## config.mk

```make
export PLATFORM = sky130hd
export DESIGN_NAME = tcb_key_tangents
export DESIGN_NICKNAME = d
export VERILOG_FILES = /design/src/hw/rtl/tcbkt_pkg.sv /design/src/hw/rtl/tcb_key_tangents.sv /design/src/hw/rtl/tcbkt_mul.sv /design/src/hw/rtl/tcbkt_engine.sv
export SDC_FILE = /design/constraint.sdc
export NUM_CORES = 2
export LEC_CHECK = 0
export BUFFER_PORTS_ARGS = -buffer_cell sky130_fd_sc_hd__clkbuf_2
export CELL_PAD_IN_SITES_DETAIL_PLACEMENT = 1
export CELL_PAD_IN_SITES_GLOBAL_PLACEMENT = 1
export CORE_MARGIN = 3
export CORE_UTILIZATION = 55
export DETAILED_ROUTE_END_ITERATION = 10
export MAX_ROUTING_LAYER = met4
export PLACE_DENSITY = 0.84
export SLEW_MARGIN = 20
export SYNTH_ARGS = -nofsm -noshare
export SYNTH_HDL_FRONTEND = slang
export SYNTH_HIERARCHICAL = 1
export SYNTH_SLANG_ARGS = --single-unit
```

## constraint.sdc

```tcl
create_clock -name clk -period 12.55 [get_ports clk]
set_input_delay 0.6275 -clock clk [delete_from_list [all_inputs] [get_ports clk]]
set_output_delay 0.6275 -clock clk [all_outputs]
set_load 0.02 [all_outputs]
```

## src/hw/rtl/tcbkt_pkg.sv

```systemverilog
// Shared types, constants and the micro-op table of the TCB key tangent generator.
package tcbkt_pkg;

  // Interpolation codes of a key.
  localparam logic [1:0] KIND_CONST  = 2'd0;
  localparam logic [1:0] KIND_LINEAR = 2'd1;
  localparam logic [1:0] KIND_CUBIC  = 2'd2;
  localparam logic [1:0] KIND_RSVD   = 2'd3;

  // Unity in Q2.14, widened to the factor width.
  localparam logic signed [16:0] ONE_Q14 = 17'sd16384;

  // Rounding biases for the coefficient (Q42 to Q24) and sum (Q40 to Q16.16) steps.
  localparam logic signed [50:0] RND_K   = 51'sd262144;
  localparam logic signed [63:0] RND_SUM = 64'sd8388608;

  // Index of the last micro-op of a middle cubic key.
  localparam logic [4:0] LAST_OP = 5'd21;

  // Saturation bounds for the 32-bit results.
  localparam logic signed [39:0] SAT_MAX = 40'sh007FFFFFFF;
  localparam logic signed [39:0] SAT_MIN = -40'sh0080000000;

  // Key window handed to the tangent engine.
  typedef struct packed {
    logic signed [31:0] prev_time;
    logic signed [31:0] prev_value;
    logic signed [31:0] cur_time;
    logic signed [31:0] cur_value;
    logic signed [31:0] next_time;
    logic signed [31:0] next_value;
    logic signed [15:0] tension;
    logic signed [15:0] continuity;
    logic signed [15:0] bias;
    logic [1:0]         interp;
    logic               first;
    logic               last;
  } tcbkt_win_t;

  // One finished result.
  typedef struct packed {
    logic signed [31:0] tangent_in_x;
    logic signed [31:0] tangent_in_y;
    logic signed [31:0] tangent_out_x;
    logic signed [31:0] tangent_out_y;
    logic [1:0]         interp_code;
    logic               negative_time_error;
    logic               final_key;
  } tcbkt_res_t;

  // Multiplier operand A sources.
  typedef enum logic [2:0] {
    A_SEL_A, A_SEL_ABCP, A_SEL_ABCM, A_SEL_K1, A_SEL_K2, A_SEL_K3, A_SEL_K4
  } tcbkt_asel_t;

  // Multiplier operand B sources; _H is the signed upper part of a
  // difference, _L its unsigned lower 16 bits.
  typedef enum logic [3:0] {
    B_SEL_CP, B_SEL_CM, B_SEL_BP, B_SEL_BM,
    B_SEL_DNX_H, B_SEL_DNX_L, B_SEL_DNY_H, B_SEL_DNY_L,
    B_SEL_DPX_H, B_SEL_DPX_L, B_SEL_DPY_H, B_SEL_DPY_L
  } tcbkt_bsel_t;

  // What is done with a product when it comes back.
  typedef enum logic [3:0] {
    P_NONE, P_ABCP, P_ABCM, P_K1, P_K2, P_K3, P_K4,
    P_ACC_INIT, P_ACC_ADD, P_FIN_TIX, P_FIN_TIY, P_FIN_TOX, P_FIN_TOY
  } tcbkt_proc_t;

  typedef struct packed {
    tcbkt_asel_t a_sel;
    tcbkt_bsel_t b_sel;
    tcbkt_proc_t proc;
    logic        hi;
  } tcbkt_uop_t;

  // Micro-op program of a middle cubic key. The first six ops build the
  // four coefficients, the rest accumulate coefficient times difference,
  // each difference split into an upper and a lower half.
  function automatic tcbkt_uop_t tcbkt_uop(input logic [4:0] idx);
    tcbkt_uop_t u;
    u = '{a_sel: A_SEL_A, b_sel: B_SEL_CP, proc: P_NONE, hi: 1'b0};
    case (idx)
      5'd0:  u = '{a_sel: A_SEL_A,    b_sel: B_SEL_CP,    proc: P_ABCP,     hi: 1'b0};
      5'd1:  u = '{a_sel: A_SEL_A,    b_sel: B_SEL_CM,    proc: P_ABCM,     hi: 1'b0};
      5'd2:  u = '{a_sel: A_SEL_ABCP, b_sel: B_SEL_BM,    proc: P_K1,       hi: 1'b0};
      5'd3:  u = '{a_sel: A_SEL_ABCM, b_sel: B_SEL_BP,    proc: P_K2,       hi: 1'b0};
      5'd4:  u = '{a_sel: A_SEL_ABCM, b_sel: B_SEL_BM,    proc: P_K3,       hi: 1'b0};
      5'd5:  u = '{a_sel: A_SEL_ABCP, b_sel: B_SEL_BP,    proc: P_K4,       hi: 1'b0};
      5'd6:  u = '{a_sel: A_SEL_K1,   b_sel: B_SEL_DNX_H, proc: P_ACC_INIT, hi: 1'b1};
      5'd7:  u = '{a_sel: A_SEL_K1,   b_sel: B_SEL_DNX_L, proc: P_ACC_ADD,  hi: 1'b0};
      5'd8:  u = '{a_sel: A_SEL_K2,   b_sel: B_SEL_DPX_H, proc: P_ACC_ADD,  hi: 1'b1};
      5'd9:  u = '{a_sel: A_SEL_K2,   b_sel: B_SEL_DPX_L, proc: P_FIN_TIX,  hi: 1'b0};
      5'd10: u = '{a_sel: A_SEL_K1,   b_sel: B_SEL_DNY_H, proc: P_ACC_INIT, hi: 1'b1};
      5'd11: u = '{a_sel: A_SEL_K1,   b_sel: B_SEL_DNY_L, proc: P_ACC_ADD,  hi: 1'b0};
      5'd12: u = '{a_sel: A_SEL_K2,   b_sel: B_SEL_DPY_H, proc: P_ACC_ADD,  hi: 1'b1};
      5'd13: u = '{a_sel: A_SEL_K2,   b_sel: B_SEL_DPY_L, proc: P_FIN_TIY,  hi: 1'b0};
      5'd14: u = '{a_sel: A_SEL_K3,   b_sel: B_SEL_DNX_H, proc: P_ACC_INIT, hi: 1'b1};
      5'd15: u = '{a_sel: A_SEL_K3,   b_sel: B_SEL_DNX_L, proc: P_ACC_ADD,  hi: 1'b0};
      5'd16: u = '{a_sel: A_SEL_K4,   b_sel: B_SEL_DPX_H, proc: P_ACC_ADD,  hi: 1'b1};
      5'd17: u = '{a_sel: A_SEL_K4,   b_sel: B_SEL_DPX_L, proc: P_FIN_TOX,  hi: 1'b0};
      5'd18: u = '{a_sel: A_SEL_K3,   b_sel: B_SEL_DNY_H, proc: P_ACC_INIT, hi: 1'b1};
      5'd19: u = '{a_sel: A_SEL_K3,   b_sel: B_SEL_DNY_L, proc: P_ACC_ADD,  hi: 1'b0};
      5'd20: u = '{a_sel: A_SEL_K4,   b_sel: B_SEL_DPY_H, proc: P_ACC_ADD,  hi: 1'b1};
      5'd21: u = '{a_sel: A_SEL_K4,   b_sel: B_SEL_DPY_L, proc: P_FIN_TOY,  hi: 1'b0};
      default: u = '{a_sel: A_SEL_A,  b_sel: B_SEL_CP,    proc: P_NONE,     hi: 1'b0};
    endcase
    return u;
  endfunction

  // Clamp a 40-bit signed value to the 32-bit signed range.
  function automatic logic signed [31:0] tcbkt_sat32(input logic signed [39:0] v);
    logic signed [31:0] r;
    if (v > SAT_MAX) begin
      r = 32'sh7FFFFFFF;
    end else if (v < SAT_MIN) begin
      r = 32'sh80000000;
    end else begin
      r = v[31:0];
    end
    return r;
  endfunction

endpackage

```

## src/hw/rtl/tcb_key_tangents.sv

```systemverilog
// Top level of the Kochanek-Bartels (TCB) key tangent generator.
//
// Keys of one animation curve enter in order on the s_axis channel; each
// transaction carries time, value, tension, continuity and bias in tdata,
// the interpolation kind in tuser and the end-of-curve mark in tlast.
// The block keeps a window of previous, current and next key, so the result
// for a key leaves on m_axis when the following key arrives; the key that
// carries tlast yields the held key's result and then its own, with m_axis
// tlast set on that closing result. Cubic middle keys get TCB tangents, the
// first and last cubic keys a chord, all other keys zero tangents.
// A middle cubic key is computed by one shared 33 x 17 multiplier under a
// 22-op micro-program (six ops for the four coefficients, then sixteen
// partial products). The block takes the next key only once the results
// that the last key released, and for the closing key its own, have moved
// to the output register.
// s_axis_tready is high only while the block waits for a key. A finished
// result sits in the m_axis output register; while the receiver stalls the
// engine holds the next result and the sequencer waits for it to drain.
// Reset empties the window and the output register; no clearing pass.
module tcb_key_tangents (
  input  logic           clk,
  input  logic           rst,
  input  logic           s_axis_tvalid,
  output logic           s_axis_tready,
  // [31:0] key_time, [63:32] key_value, [79:64] tension,
  // [95:80] continuity, [111:96] bias
  input  logic [111:0]   s_axis_tdata,
  // [1:0] interp_kind
  input  logic [1:0]     s_axis_tuser,
  input  logic           s_axis_tlast,
  output logic           m_axis_tvalid,
  input  logic           m_axis_tready,
  // [31:0] tangent_in_x, [63:32] tangent_in_y, [95:64] tangent_out_x,
  // [127:96] tangent_out_y
  output logic [127:0]   m_axis_tdata,
  // [1:0] interp_code, [2] negative_time_error
  output logic [2:0]     m_axis_tuser,
  output logic           m_axis_tlast
);
  import tcbkt_pkg::*;

  typedef enum logic [5:0] {
    T_IDLE   = 6'b000001,
    T_START1 = 6'b000010,
    T_WAIT1  = 6'b000100,
    T_SHIFT  = 6'b001000,
    T_START2 = 6'b010000,
    T_WAIT2  = 6'b100000
  } top_state_t;

  top_state_t state, state_next;

  // Incoming key.
  logic signed [31:0] in_time, in_value;
  logic signed [15:0] in_tension, in_cont, in_bias;
  logic [1:0]         in_kind;
  logic               in_eoc;

  // Key window.
  logic signed [31:0] prev_time, prev_value, cur_time, cur_value;
  logic signed [15:0] cur_tension, cur_cont, cur_bias;
  logic [1:0]         cur_interp;
  logic               cur_pending, cur_is_first;

  tcbkt_win_t win;
  tcbkt_res_t res;
  logic       eng_start, eng_done, ack, s_accept;

  assign s_axis_tready = (state == T_IDLE);
  assign s_accept      = s_axis_tvalid && s_axis_tready;
  assign eng_start     = (state == T_START1) || (state == T_START2);
  // A finished result moves to the output register once that register is free.
  assign ack           = eng_done && (!m_axis_tvalid || m_axis_tready);

  always_comb begin
    win.prev_time  = prev_time;
    win.prev_value = prev_value;
    win.cur_time   = cur_time;
    win.cur_value  = cur_value;
    win.next_time  = in_time;
    win.next_value = in_value;
    win.tension    = cur_tension;
    win.continuity = cur_cont;
    win.bias       = cur_bias;
    win.interp     = cur_interp;
    win.first      = cur_is_first;
    win.last       = (state == T_START2) || (state == T_WAIT2);
  end

  tcbkt_engine u_engine (
    .clk   (clk),
    .rst   (rst),
    .start (eng_start),
    .win   (win),
    .ack   (ack),
    .done  (eng_done),
    .res   (res)
  );

  always_comb begin
    state_next = state;
    case (state)
      T_IDLE: begin
        if (s_accept) begin
          state_next = cur_pending ? T_START1 : T_SHIFT;
        end
      end
      T_START1: state_next = T_WAIT1;
      T_WAIT1: begin
        if (ack) begin
          state_next = T_SHIFT;
        end
      end
      T_SHIFT: state_next = in_eoc ? T_START2 : T_IDLE;
      T_START2: state_next = T_WAIT2;
      T_WAIT2: begin
        if (ack) begin
          state_next = T_IDLE;
        end
      end
      default: state_next = T_IDLE;
    endcase
  end

  always_ff @(posedge clk) begin
    if (rst) begin
      state        <= T_IDLE;
      cur_pending  <= 1'b0;
      cur_is_first <= 1'b0;
    end else begin
      state <= state_next;
      if (state == T_SHIFT) begin
        cur_is_first <= !cur_pending;
        cur_pending  <= !in_eoc;
      end
    end
  end

  // Key capture and window shift.
  always_ff @(posedge clk) begin
    if (s_accept) begin
      in_time    <= s_axis_tdata[31:0];
      in_value   <= s_axis_tdata[63:32];
      in_tension <= s_axis_tdata[79:64];
      in_cont    <= s_axis_tdata[95:80];
      in_bias    <= s_axis_tdata[111:96];
      in_kind    <= s_axis_tuser;
      in_eoc     <= s_axis_tlast;
    end
    if (state == T_SHIFT) begin
      prev_time   <= cur_time;
      prev_value  <= cur_value;
      cur_time    <= in_time;
      cur_value   <= in_value;
      cur_tension <= in_tension;
      cur_cont    <= in_cont;
      cur_bias    <= in_bias;
      cur_interp  <= in_kind;
    end
  end

  // Output register.
  always_ff @(posedge clk) begin
    if (rst) begin
      m_axis_tvalid <= 1'b0;
    end else if (ack) begin
      m_axis_tvalid <= 1'b1;
    end else if (m_axis_tready) begin
      m_axis_tvalid <= 1'b0;
    end
    if (ack) begin
      m_axis_tdata <= {res.tangent_out_y, res.tangent_out_x,
                       res.tangent_in_y, res.tangent_in_x};
      m_axis_tuser <= {res.negative_time_error, res.interp_code};
      m_axis_tlast <= res.final_key;
    end
  end

  // While waiting for a key, the engine must not still hold a result.
  assert property (@(posedge clk) disable iff (rst) s_axis_tready |-> !eng_done)
    else $error("engine holds a result while the block is ready");

  // The error flag is only raised on cubic keys.
  assert property (@(posedge clk) disable iff (rst)
    (m_axis_tvalid && m_axis_tuser[2]) |-> (m_axis_tuser[1:0] == KIND_CUBIC))
    else $error("negative time error on a non-cubic key");

  // Non-cubic keys carry zero tangents.
  assert property (@(posedge clk) disable iff (rst)
    (m_axis_tvalid && (m_axis_tuser[1:0] != KIND_CUBIC)) |-> (m_axis_tdata == '0))
    else $error("non-cubic key with nonzero tangents");

  // The closing key leaves no key held in the window.
  assert property (@(posedge clk) disable iff (rst)
    ((state == T_SHIFT) && in_eoc) |=> !cur_pending)
    else $error("key still pending after end of curve");

endmodule

```

## src/hw/rtl/tcbkt_mul.sv

```systemverilog
// Shared signed 33 x 17 multiplier with a registered product and tag.
module tcbkt_mul (
  input  logic               clk,
  input  logic               rst,
  input  logic               issue,
  input  logic signed [32:0] op_a,
  input  logic signed [16:0] op_b,
  input  logic [4:0]         tag,
  output logic               prod_valid,
  output logic signed [49:0] prod,
  output logic [4:0]         prod_tag
);
  import tcbkt_pkg::*;

  always_ff @(posedge clk) begin
    if (rst) begin
      prod_valid <= 1'b0;
    end else begin
      prod_valid <= issue;
    end
    prod     <= op_a * op_b;
    prod_tag <= tag;
  end

endmodule

```

## src/hw/rtl/tcbkt_engine.sv

```systemverilog
// Tangent engine: computes one key's result, sequencing the shared multiplier.
module tcbkt_engine (
  input  logic                  clk,
  input  logic                  rst,
  input  logic                  start,
  input  tcbkt_pkg::tcbkt_win_t win,
  input  logic                  ack,
  output logic                  done,
  output tcbkt_pkg::tcbkt_res_t res
);
  import tcbkt_pkg::*;

  typedef enum logic [3:0] {
    E_IDLE  = 4'b0001,
    E_ISSUE = 4'b0010,
    E_DRAIN = 4'b0100,
    E_DONE  = 4'b1000
  } eng_state_t;

  eng_state_t state, state_next;
  logic [4:0] step;

  // Factors and differences held for the whole run.
  logic signed [16:0] fa, fcp, fcm, fbp, fbm;
  logic signed [32:0] dnx, dny, dpx, dpy;
  logic signed [32:0] abcp, abcm;
  logic signed [28:0] k1, k2, k3, k4;
  logic signed [63:0] acc;

  // Result registers.
  logic signed [31:0] tix, tiy, tox, toy;
  logic [1:0]         code_r;
  logic               err_in, err_out, final_r;

  // Start-time decode.
  logic [1:0]         code;
  logic               cubic, middle;
  logic signed [32:0] dnx_w, dny_w, dpx_w, dpy_w;

  // Multiplier interface.
  logic               mul_issue;
  logic signed [32:0] mul_a;
  logic signed [16:0] mul_b;
  logic               prod_valid;
  logic signed [49:0] prod;
  logic [4:0]         prod_tag;
  tcbkt_uop_t         uop_i, uop_p;

  // Product post-processing.
  logic signed [63:0] term, sum;
  logic signed [50:0] ksum;
  logic signed [28:0] kval;
  logic signed [39:0] val;

  tcbkt_mul u_mul (
    .clk        (clk),
    .rst        (rst),
    .issue      (mul_issue),
    .op_a       (mul_a),
    .op_b       (mul_b),
    .tag        (step),
    .prod_valid (prod_valid),
    .prod       (prod),
    .prod_tag   (prod_tag)
  );

  always_comb begin
    code   = (win.interp == KIND_RSVD) ? KIND_CONST : win.interp;
    cubic  = (code == KIND_CUBIC);
    middle = cubic && !win.first && !win.last;
    dnx_w  = 33'(win.next_time) - 33'(win.cur_time);
    dny_w  = 33'(win.next_value) - 33'(win.cur_value);
    dpx_w  = 33'(win.cur_time) - 33'(win.prev_time);
    dpy_w  = 33'(win.cur_value) - 33'(win.prev_value);
  end

  // Operand selection for the op being issued.
  always_comb begin
    uop_i     = tcbkt_uop(step);
    mul_issue = (state == E_ISSUE);
    case (uop_i.a_sel)
      A_SEL_A:    mul_a = 33'(fa);
      A_SEL_ABCP: mul_a = abcp;
      A_SEL_ABCM: mul_a = abcm;
      A_SEL_K1:   mul_a = 33'(k1);
      A_SEL_K2:   mul_a = 33'(k2);
      A_SEL_K3:   mul_a = 33'(k3);
      A_SEL_K4:   mul_a = 33'(k4);
      default:    mul_a = '0;
    endcase
    case (uop_i.b_sel)
      B_SEL_CP:    mul_b = fcp;
      B_SEL_CM:    mul_b = fcm;
      B_SEL_BP:    mul_b = fbp;
      B_SEL_BM:    mul_b = fbm;
      B_SEL_DNX_H: mul_b = dnx[32:16];
      B_SEL_DNX_L: mul_b = {1'b0, dnx[15:0]};
      B_SEL_DNY_H: mul_b = dny[32:16];
      B_SEL_DNY_L: mul_b = {1'b0, dny[15:0]};
      B_SEL_DPX_H: mul_b = dpx[32:16];
      B_SEL_DPX_L: mul_b = {1'b0, dpx[15:0]};
      B_SEL_DPY_H: mul_b = dpy[32:16];
      B_SEL_DPY_L: mul_b = {1'b0, dpy[15:0]};
      default:     mul_b = '0;
    endcase
  end

  // Returning product: coefficient rounding or accumulation.
  always_comb begin
    uop_p = tcbkt_uop(prod_tag);
    term  = uop_p.hi ? (64'(prod) <<< 16) : 64'(prod);
    sum   = ((uop_p.proc == P_ACC_INIT) ? RND_SUM : acc) + term;
    val   = sum[63:24];
    ksum  = 51'(prod) + RND_K;
    kval  = ksum[47:19];
  end

  always_comb begin
    state_next = state;
    case (state)
      E_IDLE: begin
        if (start) begin
          state_next = middle ? E_ISSUE : E_DONE;
        end
      end
      E_ISSUE: begin
        if (step == LAST_OP) begin
          state_next = E_DRAIN;
        end
      end
      E_DRAIN: state_next = E_DONE;
      E_DONE: begin
        if (ack) begin
          state_next = E_IDLE;
        end
      end
      default: state_next = E_IDLE;
    endcase
  end

  always_ff @(posedge clk) begin
    if (rst) begin
      state <= E_IDLE;
    end else begin
      state <= state_next;
    end
  end

  always_ff @(posedge clk) begin
    if (state == E_ISSUE) begin
      step <= step + 5'd1;
    end else begin
      step <= '0;
    end

    if (state == E_IDLE && start) begin
      tix     <= '0;
      tiy     <= '0;
      tox     <= '0;
      toy     <= '0;
      err_in  <= 1'b0;
      err_out <= 1'b0;
      code_r  <= code;
      final_r <= win.last;
      fa      <= ONE_Q14 - 17'(win.tension);
      fcp     <= ONE_Q14 + 17'(win.continuity);
      fcm     <= ONE_Q14 - 17'(win.continuity);
      fbp     <= ONE_Q14 + 17'(win.bias);
      fbm     <= ONE_Q14 - 17'(win.bias);
      dnx     <= dnx_w;
      dny     <= dny_w;
      dpx     <= dpx_w;
      dpy     <= dpy_w;
      // End keys of a cubic run get a plain chord; a lone key gets nothing.
      if (cubic && win.first && !win.last) begin
        tox     <= tcbkt_sat32(40'(dnx_w));
        toy     <= tcbkt_sat32(40'(dny_w));
        err_out <= dnx_w[32];
      end else if (cubic && win.last && !win.first) begin
        tix    <= tcbkt_sat32(40'(dpx_w));
        tiy    <= tcbkt_sat32(40'(dpy_w));
        err_in <= dpx_w[32];
      end
    end else if (prod_valid) begin
      case (uop_p.proc)
        P_ABCP:     abcp <= prod[32:0];
        P_ABCM:     abcm <= prod[32:0];
        P_K1:       k1 <= kval;
        P_K2:       k2 <= kval;
        P_K3:       k3 <= kval;
        P_K4:       k4 <= kval;
        P_ACC_INIT: acc <= sum;
        P_ACC_ADD:  acc <= sum;
        P_FIN_TIX: begin
          tix    <= tcbkt_sat32(val);
          err_in <= val[39];
        end
        P_FIN_TIY:  tiy <= tcbkt_sat32(val);
        P_FIN_TOX: begin
          tox     <= tcbkt_sat32(val);
          err_out <= val[39];
        end
        P_FIN_TOY:  toy <= tcbkt_sat32(val);
        default:    acc <= acc;
      endcase
    end
  end

  always_comb begin
    done                    = (state == E_DONE);
    res.tangent_in_x        = tix;
    res.tangent_in_y        = tiy;
    res.tangent_out_x       = tox;
    res.tangent_out_y       = toy;
    res.interp_code         = code_r;
    res.negative_time_error = err_in | err_out;
    res.final_key           = final_r;
  end

endmodule
```

==> Word level (Yosys, flattened, before mapping) <==
Memories as Yosys holds them, arrays and structs flattened. A register that Yosys moved wholly into a read port is not among the register bits.
Cells that the tools add are included.
{ "word_totals": {"reg_bits": 1090, "latchBits": 0, "ram_bits": 0, "romBits": 768, "in_bits": 119, "out_inout_bits": 134, "wordCells": 220, "mem_count": 2} }
{ "classes": {"n_addsub": 12, "multipliers": 1, "div": 0, "order_cmp": 10, "n_eq_ne": 48, "n_shift": 0, "muxes": 56, "bitwise_logic": 2, "n_reduce_logical": 39} }
{ "mem_list": {"columns": ["memory", "words", "word_bits", "rd", "rd_ports_with_merged_regs", "wr", "line_no", "source"], "rows": [
  ["(name not given)", 32, 12, 1, 1, 0, "tcbkt_pkg.sv:83", "case (idx)"],
  ["(name not given)", 32, 12, 1, 1, 0, "tcbkt_pkg.sv:83", null]
]} }
{ "op_table": {"columns": ["cell", "n"], "rows": [
  ["32-bit two-way mux", 28],
  ["33-bit one-hot mux with 7 select lines", 1],
  ["17-bit one-hot mux with 12 select lines", 1],
  ["33-bit by 32-bit > comparator with 1-bit output, second input constant", 4],
  ["33-bit by 32-bit < comparator with 1-bit output, second input constant", 4],
  ["32-bit by 32-bit subtractor with 33-bit output", 4],
  ["64-bit two-way mux", 2],
  ["64-bit adder", 1],
  ["16-bit by 16-bit subtractor with 17-bit output, first input constant", 3],
  ["33-bit by 17-bit multiplier with 50-bit output", 1],
  ["48-bit by 20-bit adder with 48-bit output, second input constant", 1],
  ["4-bit == test, second input constant", 10],
  ["40-bit by 32-bit > comparator with 1-bit output, second input constant", 1],
  ["40-bit by 32-bit < comparator with 1-bit output, second input constant", 1],
  ["4-bit by 3-bit == test with 1-bit output, second input constant", 9],
  ["6-bit one-hot mux with 6 select lines", 1],
  ["16-bit by 16-bit adder with 17-bit output, first input constant", 2],
  ["3-bit AND reduction", 9],
  ["4-bit by 2-bit == test with 1-bit output, second input constant", 5],
  ["4-bit two-way mux", 5],
  ["6-bit two-way mux", 3],
  ["4-bit one-hot mux with 4 select lines", 1],
  ["4-bit by 1-bit == test with 1-bit output, second input constant", 3],
  ["2-bit nonzero test", 6],
  ["26 further kinds", 62]
]} }

==> Longest topological paths before layout <==
{ "depth": {"depth_word": 9, "depth_mapped": 33, "mapped_depth_nobuf": 31} }

==> Cells and area by module <==
The synthesis kept the hierarchy.
{ "by_module_without_submodules": {"columns": ["module", "n_inst", "cells_each", "area_each_um2"], "rows": [
  ["tcbkt_engine", 1, 3621, 37546.0],
  ["tcbkt_mul", 1, 2215, 20453.4],
  ["tcb_key_tangents", 1, 488, 13319.0]
]} }

==> Least setup slack after synthesis <==
OpenSTA, ideal clock, no wires.
{ "synth_path": {"kind": "register to register", "start": "reg u_engine/uop_i[9] (netlist name)", "end": "reg u_engine.u_mul.prod[49]", "t_arrival_ps": 7910, "required_ps": 12411, "setup_slack_ps": 4501, "path_stages_with_launch": 29, "path_buffers": 4, "cell_sequence": "dfxtp_1 > clkbuf_1 > clkbuf_1 > buf_1 > mux2i_1 > nor2_1 > a21oi_1 > a21oi_1 > clkbuf_1 > nand2_1 > fa_1 > inv_1 > fa_1 > fa_1 > fa_1 > fa_1 > inv_1 > fa_1 > inv_1 > ha_1 > nand2_2 > nor4_4 > or4b_4 > a311o_1 > nand3_1 > nand4_2 > a21o_1 > a211oi_1 > a311oi_2"} }
{ "synth_via": {"elab_chain_len": 3, "elab_cells_between_ends": 9} }
{ "synth_lines": {"columns": ["item", "line_no", "source"], "rows": [
  ["3-bit == test, or another cell as far along", "tcbkt_engine.sv:81", "case (uop_i.a_sel)"],
  ["33-bit one-hot mux with 7 select lines (*)", "tcbkt_engine.sv:81", null],
  ["via u_engine.mul_a[12]", "tcbkt_engine.sv:42", "logic signed [32:0] mul_a;"],
  ["33-bit by 17-bit multiplier with 50-bit output (*)", "tcbkt_mul.sv:21", "prod <= op_a * op_b;"],
  ["end signal, assigned", "tcbkt_mul.sv:21", null],
  ["end, declared", "tcbkt_mul.sv:10", "output logic signed [49:0] prod,"]
]} }
Mark *: on every way through the listed nets, which the timed path passes. The rest lies on a longest branch.
A chain may end at the register's enable or synchronous reset.

==> Worst setup path in the final report <==
{ "layout_path": {"start": "reg u_engine/uop_i[8] (netlist name)", "end": "reg u_engine.u_mul.prod[46]"} }
{ "layout_via": {"elab_chain_len": 3, "elab_cells_between_ends": 14} }
{ "layout_lines": {"columns": ["item", "line_no", "source"], "rows": [
  ["4-bit == test, or another cell as far along", "tcbkt_engine.sv:91", "case (uop_i.b_sel)"],
  ["17-bit one-hot mux with 12 select lines (*)", "tcbkt_engine.sv:91", null],
  ["via u_engine.mul_b[7]", "tcbkt_engine.sv:43", "logic signed [16:0] mul_b;"],
  ["33-bit by 17-bit multiplier with 50-bit output (*)", "tcbkt_mul.sv:21", null]
]} }
Marks and branches as above.

==> results.md <==
- Synth area leaders: edfxtp_1 43%, fa_1 15%, ha_1 5.8%
- Post-CTS Resized: 0
- Final core utilization: 61.36%
- Internal: 8.194 mW
- Gpl congestion: ~1.0
- Crit. End Element: register
- Crit Path Category: register to register
- Worst-Margin Slew: roughly 1.2 ns
- Final min period: 9.300 ns
- Core area: 0.1282 mm^2
- DRC errors left: 0
- Clk pin slew, worst setup/hold paths: approximately 0.060 ns
- Fin Setup TNS: 0 ns
- H-tree Lvls: 3
- Clk buf depth: 3
- Post-synth cell types: 124
- Peak VDD IR: ~200 uV
- CTS sink cnt: 1100
- Initial Util: 55.64%
- CP Data Arrival Time: about 9.9 ns
- Setup violations, final: 0
- Clock skew: 0.07624 ns
- Fraction of registers with async set/reset: 0%
- Syn Std Cell Area: 0.07132 mm^2
- Most frequent cells after synthesis: 1019 x edfxtp_1, 787 x inv_1, 605 x nand2_1
- Final slew viol count: 0
- Chip Height: 366.1 um
- EDFF count, synth: 1019
- Cell accounting for the most synthesized area: edfxtp_1
- Yosys warns: 6
- First-pass GRT wire length: 366200 um
- Cell leakage power: 31.84 nW
- Post-layout nets: 7550
- Total I/O pin count: 253
- Vias: 52820
- Grt ovf: 0
- Port bufs: about 250
- CTS Root Cell: clkbuf_16
- Final antenna-violating net count: 0
- RSZ-0062 raised after global routing: false
- Cell row count: 131
- Hold_buf cts: 10
- Reg power frac: between 30% and 40%
- Synthesis-to-finish area growth: 10.28%
- Die width: 366.1 um
- Logic pwr share: 38.2%
- Number of global-route vias before repair: 57170
- Worst path slowest cell: nand3_2
- Post-CTS Setup Inserts: 0
- Max capacitance violation total: 0
- Avg Inst Size Synth: 11.28 um^2
- Status: finished clean
- Net Sw Power: 5.652 mW
- Max incr delay on CP: 0.77 ns
- Worst-path fanout max: 33
- Post-DP HPWL: 181200 um
- Syn Inst Count: 6324
- Post-Route WL: 243700 um
- Total Die Area: 0.1340 mm^2
- Top_reg_cell synth: edfxtp_1
- Drt pass-1 iters: 7
- Worst path required time: around 13 ns
- Count leader, synth: edfxtp_1
- Initial DRC count: 5539
- Slew HR: 17.66%
- PwrDens: 176.1 mW/mm^2
- Hold Path Class: input port to register
- Seq cells post-synth: 1100
- Layout cells sized above 1: 10.39%
- Pin count of the biggest net entering global routing: 146
- CP Launch Type: register
- F_max: between 0.1 and 0.15 GHz
- Drt via density: 6.291
- Tot GR Track Use: 37.37%
- Most used cell along the critical path: fa_1
- Syn_nets: 7314
- # fillers: 13280
- CTS tree: built
- Clock Power Share: 26.2%
- Final Cycle Share: roughly three quarters
- Register area share after synthesis: 45.18%
- Sw Share: between 40% and 50%
- Initial antenna violation count: 7
- Worst-Skew Late Latency: between 0.7 and 0.8 ns
- Post-synth top area share: 42.91%
- Final Hold Vio Count: 0
- DR WL/cell: 29.02 um
- CTS Buf Count: 115
power by group through the flow:
stage                     registers [mW]  logic (mW)  clock network, mW
after floorplan                     4.82        3.17                  0
after global placement              4.97        4.80                  0
after detailed placement            4.98        4.98                  0
after CTS                           4.91        5.08               3.65
after global routing                4.93        5.55               3.80
final                               4.93        5.29               3.62
metal layers:
metal | part of all wire [%] | vias up | track usage, %
met5 | 0 | - | -
met4 | 7.9 | 0 | 23.97
met3 | 7.7 | 798 | 6.237
met2 | 49 | 2692 | 60.83
met1 | 36 | 26950 | 43.11
li1 | - | 22380 | -
critical path, delay by kind of cell (launching register included):
family | cells | cell delay, ns
compound gates | 9 | 2.53
flops | 1 | 0.52
fa+ha+maj | 7 | 3.41
buf+inv | 5 | 0.46
simple gates | 6 | 2.21
final timing paths:
check,startpoint,to,slack [ns],cells after the start
worst min register to register,u_engine/step[4],u_engine/u_mul/prod_tag[4],0.39,0
worst max register to register,u_engine/uop_i[8],u_engine/u_mul/prod[46],3.25,27
worst min-delay path,s_axis_tuser[0],in_kind[0],0.04,1
worst max-delay path,u_engine/uop_i[8],u_engine/u_mul/prod[46],3.25,27
registers in the layout, indices dropped and copies added (netlist names), 33 cells and up:
| name | count |
|---|---|
| u_engine/dpy | 33 |
| u_engine/dnx | 33 |
| u_engine/u_mul/prod | 50 |
| u_engine/dny | 33 |
| m_axis_tdata | 128 |
| u_engine/abcp | 33 |
| u_engine/abcm | 33 |
| u_engine/dpx | 33 |
| u_engine/acc | 64 |
stage by stage:
stage	worst slack, ns	cell area, um^2	std cells	hold slack [ns]	power [mW]
finish	3.250	78650	8396	0.03849	13.85
global route	2.829	78650	8395	0.01818	14.28
CTS	3.361	78610	8390	0.00001682	13.65
detailed placement	3.472	74560	8162	0.3773	9.967
global placement	3.881	74560	8162	0.3758	9.763
floorplan	4.501	71320	6324	0.3627	7.982
logic make-up after synthesis:
group,Yosys count,synth area share (%)
compound gates,1229,11.41
xor+xnor,281,3.461
fa+ha+maj,875,21.03
buf+inv,1028,5.711
flops,1100,45.18
mux,55,0.9579
simple gates,1756,12.25
final cells by class:
class	count	area [um^2]	share of cell area, %
tap	1729	2163	2.751
antenna	6	15.01	0.01909
clock inverter	86	970.9	1.234
multi-input combinational	4196	35230	44.80
clock buffer	132	2984	3.794
sequential	1100	32220	40.97
timing repair buffer	357	2087	2.654
inverter	790	2973	3.780
layout by cell type, fill, tap and decap left out, types with 15 or more instances in the layout:
| master | synthesis | routed |
|---|---|---|
| clkbuf_16 | 0 | 117 |
| mux2i_1 | 39 | 39 |
| a211oi_1 | 31 | 31 |
| fa_1 | 541 | 541 |
| clkbuf_2 | 3 | 252 |
| xnor2_1 | 199 | 199 |
| dfxtp_1 | 81 | 78 |
| ha_1 | 330 | 330 |
| inv_1 | 787 | 786 |
| clkinv_2 | 0 | 19 |
| a22oi_1 | 29 | 29 |
| nor4_1 | 25 | 24 |
| buf_4 | 19 | 94 |
| and2_1 | 273 | 272 |
| o21ai_1 | 48 | 56 |
| nand4_1 | 50 | 50 |
| o21ai_2 | 20 | 24 |
| a21oi_1 | 295 | 288 |
| a21o_1 | 108 | 108 |
| clkinvlp_4 | 0 | 16 |
| nor2b_1 | 100 | 99 |
| nor3_1 | 53 | 47 |
| clkbuf_1 | 171 | 15 |
| nand2_1 | 605 | 605 |
| o21a_1 | 44 | 44 |
| o21ai_0 | 263 | 247 |
| a31oi_1 | 33 | 33 |
| clkinv_1 | 1 | 18 |
| a22o_1 | 53 | 53 |
| edfxtp_1 | 1019 | 1019 |
| o211ai_1 | 55 | 55 |
| nor2_1 | 283 | 275 |
| a221oi_1 | 54 | 54 |
| and3_1 | 32 | 32 |
| nand2b_1 | 53 | 53 |
| xor2_1 | 81 | 81 |
| o21bai_1 | 39 | 39 |
| bufinv_16 | 0 | 16 |
| or3_1 | 15 | 15 |
| nand3_1 | 173 | 170 |
Power figures use the tool's default switching activity.
